<file path="src/sv/ptpc_pkg.sv">
// Shared types and constants of the point transform and cull block.
// No dependencies.
`default_nettype none
package ptpc_pkg;

  typedef struct packed {
    logic signed [31:0] point_x;
    logic signed [31:0] point_y;
    logic signed [31:0] point_z;
  } point_t;

  typedef struct packed {
    logic signed [31:0] cam_x;
    logic signed [31:0] cam_y;
    logic signed [31:0] cam_z;
  } cam_t;

  // Rigid transform settings, as written to the registers
  typedef struct packed {
    logic [53:0] row0;
    logic [53:0] row1;
    logic [53:0] row2;
    logic [62:0] trans;
  } xform_t;

  // Projection settings
  typedef struct packed {
    logic [31:0] fx;
    logic [31:0] fy;
    logic [27:0] cx;
    logic [27:0] cy;
    logic [11:0] width;
    logic [11:0] height;
  } view_t;

  localparam int CFG_W   = 64;
  localparam int INDEX_W = 3;

  localparam logic [INDEX_W-1:0] REG_FOCAL  = 3'd0;
  localparam logic [INDEX_W-1:0] REG_CENTRE = 3'd1;
  localparam logic [INDEX_W-1:0] REG_SIZE   = 3'd2;
  localparam logic [INDEX_W-1:0] REG_ROT0   = 3'd3;
  localparam logic [INDEX_W-1:0] REG_ROT1   = 3'd4;
  localparam logic [INDEX_W-1:0] REG_ROT2   = 3'd5;
  localparam logic [INDEX_W-1:0] REG_TRANS  = 3'd6;

  localparam logic [23:0] SIZE_RESET = 24'd1966720;             // 640 x 480
  localparam logic [53:0] ROT0_RESET = 54'd65536;               // identity rows
  localparam logic [53:0] ROT1_RESET = 54'd17179869184;
  localparam logic [53:0] ROT2_RESET = 54'd4503599627370496;

  localparam int QDEPTH = 4;
  localparam int QPTR_W = 2;
  localparam int QCNT_W = 3;

endpackage
`default_nettype wire

</file>
<file path="src/sv/ptpc_queue.sv">
// Short queue between front and back end of the transform block.
// Depends on ptpc_pkg.
`default_nettype none
module ptpc_queue (
  input  wire logic                        clk,
  input  wire logic                        rst,
  input  wire logic                        push,
  input  wire ptpc_pkg::cam_t              push_data,
  input  wire logic                        pop,
  output logic                             q_valid,
  output ptpc_pkg::cam_t                   q_head,
  output logic [ptpc_pkg::QCNT_W-1:0]      q_count
);
  import ptpc_pkg::*;

  cam_t entry [QDEPTH];
  logic [QPTR_W-1:0] wr_ptr, rd_ptr;
  logic [QCNT_W-1:0] count;

  always_ff @(posedge clk) begin
    if (rst) begin
      wr_ptr <= '0;
      rd_ptr <= '0;
      count  <= '0;
    end else begin
      if (push) wr_ptr <= wr_ptr + 1'b1;
      if (pop)  rd_ptr <= rd_ptr + 1'b1;
      count <= count + QCNT_W'(push) - QCNT_W'(pop);
    end
  end

  always_ff @(posedge clk) begin
    if (push) entry[wr_ptr] <= push_data;
  end

  assign q_valid = (count != '0);
  assign q_head  = entry[rd_ptr];
  assign q_count = count;

endmodule
`default_nettype wire

</file>
<file path="config.mk">
export PLATFORM = sky130hd
export DESIGN_NAME = ptpc_queue
export DESIGN_NICKNAME = d
export VERILOG_FILES = /design/src/sv/ptpc_pkg.sv /design/src/sv/ptpc_queue.sv
export SDC_FILE = /design/constraint.sdc
export NUM_CORES = 1
export LEC_CHECK = 0
export BUFFER_PORTS_ARGS = -buffer_cell sky130_fd_sc_hd__buf_4
export CORE_ASPECT_RATIO = 2
export CORE_MARGIN = 3
export CORE_UTILIZATION = 35
export CTS_BUF_LIST = sky130_fd_sc_hd__clkbuf_16
export CTS_CLUSTER_SIZE = 16
export DETAILED_ROUTE_END_ITERATION = 10
export PLACE_DENSITY = 0.62
export SYNTH_ARGS = -nofsm -noshare
export SYNTH_HDL_FRONTEND = slang
export SYNTH_SLANG_ARGS = --single-unit
</file>
<file path="constraint.sdc">
create_clock -name clk -period 4.54 [get_ports clk]
set_input_delay 0.908 -clock clk [delete_from_list [all_inputs] [get_ports clk]]
set_output_delay 0.908 -clock clk [all_outputs]
set_load 0.005 [all_outputs]
</file>
# Yosys cells after proc, flatten, opt, wreduce, memory -nomap -nowiden
# Memories as Yosys holds them, arrays and structs flattened. A register that Yosys moved wholly into a read port is not among the register bits.
# Cells that the tools add are included.
dict set report totals {
  register_bits 7
  ram_bits 384
  inputBits 100
  wordCells 13
  mem_count 1
}
# name depth width read_ports rd_ports_with_merged_regs write_ports line
set memory_table {}
lappend memory_table {entry 4 96 1 1 1 ptpc_queue.sv:16} ;# cam_t entry [QDEPTH];
dict set report classes {
  addsub 4
  n_mux 4
  reduce_logical 1
}
# op n
set op_table {}
lappend op_table {{2-bit by 1-bit adder with 2-bit output, second input constant} 2}
lappend op_table {{2-bit 2-to-1 mux} 2}
lappend op_table {{3-bit by 1-bit adder with 3-bit output} 1}
lappend op_table {{3-bit nonzero test} 1}
lappend op_table {{3-bit by 1-bit subtractor with 3-bit output} 1}
lappend op_table {{1-bit 2-to-1 mux} 2}

# Logic depth before layout (Yosys ltp)
dict set report logic_depth {
  ltp_word 3
  mapped_depth 7
}

# Worst setup path before layout
# Ideal clock, no wire load.
dict set report synth_path {
  path_type {input to register}
  start {in push}
  end {mem entry[0][0] (netlist bit), enable pin}
  setup_ps 465
  t_arrival_ps 3128
  t_required_ps 4075
  path_slack_ps 947
  cell_stages 1
  path_buffers 0
  cell_sequence {and2_1}
}
dict set report synth_between {
  elab_chain_len 2
}
# element line
set synth_lines {}
lappend synth_lines {{from (decl)} ptpc_queue.sv:7} ;# input wire logic push,
lappend synth_lines {{1-bit 2-to-1 mux} ptpc_queue.sv:33} ;# if (push) entry[wr_ptr] <= push_data;
lappend synth_lines {{1-bit 2-to-1 mux (implied by the code)} ptpc_queue.sv:33}
lappend synth_lines {{to (decl)} ptpc_queue.sv:16}
# Every way passes these cells.

==> impl_metrics.csv <==
group,metric,value,unit
yosys,synthesis.yosys.warnings,0,
clock_tree,hold_buf_cts,0,
clock_tree,insertion_delay,0.52,ns
cells_and_area,fin_nets,874,
sta,fmax,303,MHz
sta,tightest_slew,0.847,ns
global_route,grt_max_degree,63,
clock_tree,post_cts.resized_instances,0,
sta,finalHoldViolations,0,
power_and_ir_drop,final_total_power,7.84,mW
yosys,synth_largest_area_cell,"edfxtp_1",
clock_tree,post_cts_buffers,0,
power_and_ir_drop,worst_ir_drop_vdd,0.000325,V
yosys,ys.flop_type,"edfxtp_1",
setup_path,setup.worst_path.class,"flip-flop to primary output",
global_route,wire_length_of_the_first_global_routing_pass,42.1,mm
yosys,synth_sequential_area_ratio,82.0,%
clock_tree,cts.htree.levels,2,
clock_tree,cts.sink_count,393,
sta,max_slew_margin,43.6,%
global_route,globalRouteTotalUtil,12.9,%
floorplan,die-area,43400,sq um
setup_path,critPathArrivalTime,2.39,ns
setup_path,cpMostUsedCell,"buf_4",
yosys,yosys.cell_types.count,20,
global_route,gr-total-overflow,0,
route,first_pass_iters,4,
yosys,post-synth-top-count-cell,"edfxtp_1",
cells_and_area,final_core_util,43.6,%
floorplan,top_level_ports,200,
route,drt-wirelength-per-cell,21.1,um
yosys,area_share_of_the_leading_cell_type_in_the_synthesized_netlist,80.8,%
run,max_cap_violations,0,
setup_path,setup.worst_path.start_class,"flip-flop",
yosys,synth_top_cells_by_area,"edfxtp_1 (81%), mux4_2 (15%), dfxtp_1 (1.3%)",
route,number_of_design_rule_violations_left_by_the_first_detailed_router_iteration,295,
sta,layout_min_cycle_time,3.30,ns
setup_path,crit_family,"flip-flops",
place,dpl.hpwl,17.0,mm
clock_tree,cts.clk_slew.worst_paths,0.07,ns
yosys,synth_seq_cells,393,
route,post-route-drc-count,0,
sta,skew,0.0121,ns
cells_and_area,areaGrowthSynthToFinish,22.9,%
yosys,ys_async_sr_fraction,0,%
setup_path,worstPathMaxFanout,26,
yosys,synth.cell_area,14300,sq um
outcome,outcome,"finished clean",
clock_tree,clk_root_buffer_cell,"clkbuf_16",
floorplan,floorplan.rows,104,
cells_and_area,drive_above_1_share,45.4,%
setup_path,crit_path_cell_trace,"buf_4, mux4_2, buf_4",
clock_tree,cts_tree,"yes",
sta,post-route-period-util,72.6,%
yosys,synthesis.area_per_instance,26.3,sq um
route,route.final.wire_length,27.9,mm
power_and_ir_drop,power.leakage,5.84,nW
place,gp_congestion,0.711,
global_route,initial_antenna_violation_count,4,
yosys,syn-instance-count,543,
route,drt-vias-per-instance,4.76,
place,place.port_buffers,199,
min_path,min_path_type,"flip-flop to flip-flop",
floorplan,floorplan.initialDensity,35.5,%
sta,final_critical_path_setup_slack,1.24,ns
setup_path,timing.critical_path.slowest_cell_delay,0.69,ns
sta,setup-violations-final,0,
yosys,net_count_synth,650,
global_route,number_of_global_route_vias_before_repair,6920,
power_and_ir_drop,power_density,447,nW/um^2
yosys,synth_enable_flop_cells,384,
setup_path,cp.buffers_inverters,2,
sta,setup_tns,0,ns
sta,unrepaired_setup_endpoints_after_global_routing,"false",
route,routed-via-count,6297,
setup_path,cp-end-kind,"primary output",
yosys,synth_top_cells_by_count,"edfxtp_1 (384), mux4_2 (96), buf_2 (11)",
floorplan,core_area,40200,sq um
setup_path,worst_path_max_delay_cell,"dfxtp_4",
place,place_worst_setup_slack,1.68,ns
clock_tree,cts-buffers-inserted,35,
setup_path,worstPathRequired,3.63,ns
floorplan,fp.dieW,149,um
floorplan,dieHeight,292,um
sta,drv_slew,0,
route,post_route_antenna_net_violation_count,0,
clock_tree,cts_max_path_buffers,3,
[metrics by stage]
stage,instances,hold slack (ns),area [sq um]
floorplan,543,0.492,14300
global placement,1260,0.500,16500
detailed placement,1260,0.531,16500
CTS,1319,0.548,17500
global route,1322,0.560,17500
finish,1322,0.542,17500
[cell families (layout without fill, tap and decap cells)]
family,count (synthesis),after routing,share of synthesized area (%)
buffers and inverters,28,274,1.21
multiplexers,97,97,15.2
flip-flops,393,393,82.0
adder cells (fa/ha/maj),7,7,0.666
XOR/XNOR,3,3,0.289
other,0,3,0
AO/OA/AOI/OAI,2,2,0.105
AND/OR/NAND/NOR,13,13,0.491
[layout by cell type, fill, tap and decap left out, types with 3 or more instances in the layout]
master / n
buf_4: 203
edfxtp_1: 384
ha_1: 6
clkinv_2: 3
clkbuf_16: 37
buf_12: 6
dfxtp_1: 7
clkinv_1: 8
and2_4: 4
inv_1: 11
mux4_2: 96
nor2_1: 5
diode_2: 3
[power by group]
part	internal (mW)	switching [mW]	total (mW)
clock network	1.59	1.23	2.82
logic	0.445	0.343	0.789
registers	4.17	0.0677	4.24
total	6.20	1.64	7.84
[routing by layer]
layer  track usage (%)  part of all wire [%]  up-vias
li1                  -                     -     2778
met1              14.3                    35     3270
met2              23.5                    55      185
met3              2.66                   5.2       62
met4              5.95                   4.4        2
met5                 0                 0.072        -
[sequential cells by signal, summed over array words and instances (netlist names), named ones only]
register and flops:
entry 384, q_count 3, rd_ptr 2, wr_ptr 2
[tightest hold or removal path: stages, from the launching register on]
cell and delay (ns):
dfxtp_1 0.33, nand3b_1 0.09, a21oi_1 0.08
[worst paths after layout]
check	start	end	slack (ns)	cells past startpoint
setup / recovery	flip-flop	q_head[0]	1.24	3
hold / removal	rd_ptr[0]$_SDFFE_PP0P_	flip-flop	0.54	2
setup reg to reg	wr_ptr[1]$_SDFFE_PP0P_	entry[1][82]$_DFFE_PP_	2.51	4
hold reg to reg	rd_ptr[0]$_SDFFE_PP0P_	flip-flop	0.54	2
[layout make-up]
type / instances / area, sq um
Multi-Input combinational cell: 122 / 2400
Tap cell: 530 / 663
Sequential cell: 393 / 11700
Fill cell: 3396 / 22700
Antenna cell: 3 / 7.51
Timing Repair Buffer: 209 / 1640
Inverter: 6 / 22.5
Clock buffer: 37 / 926
Clock inverter: 22 / 159
Power figures use the tool's default switching activity.
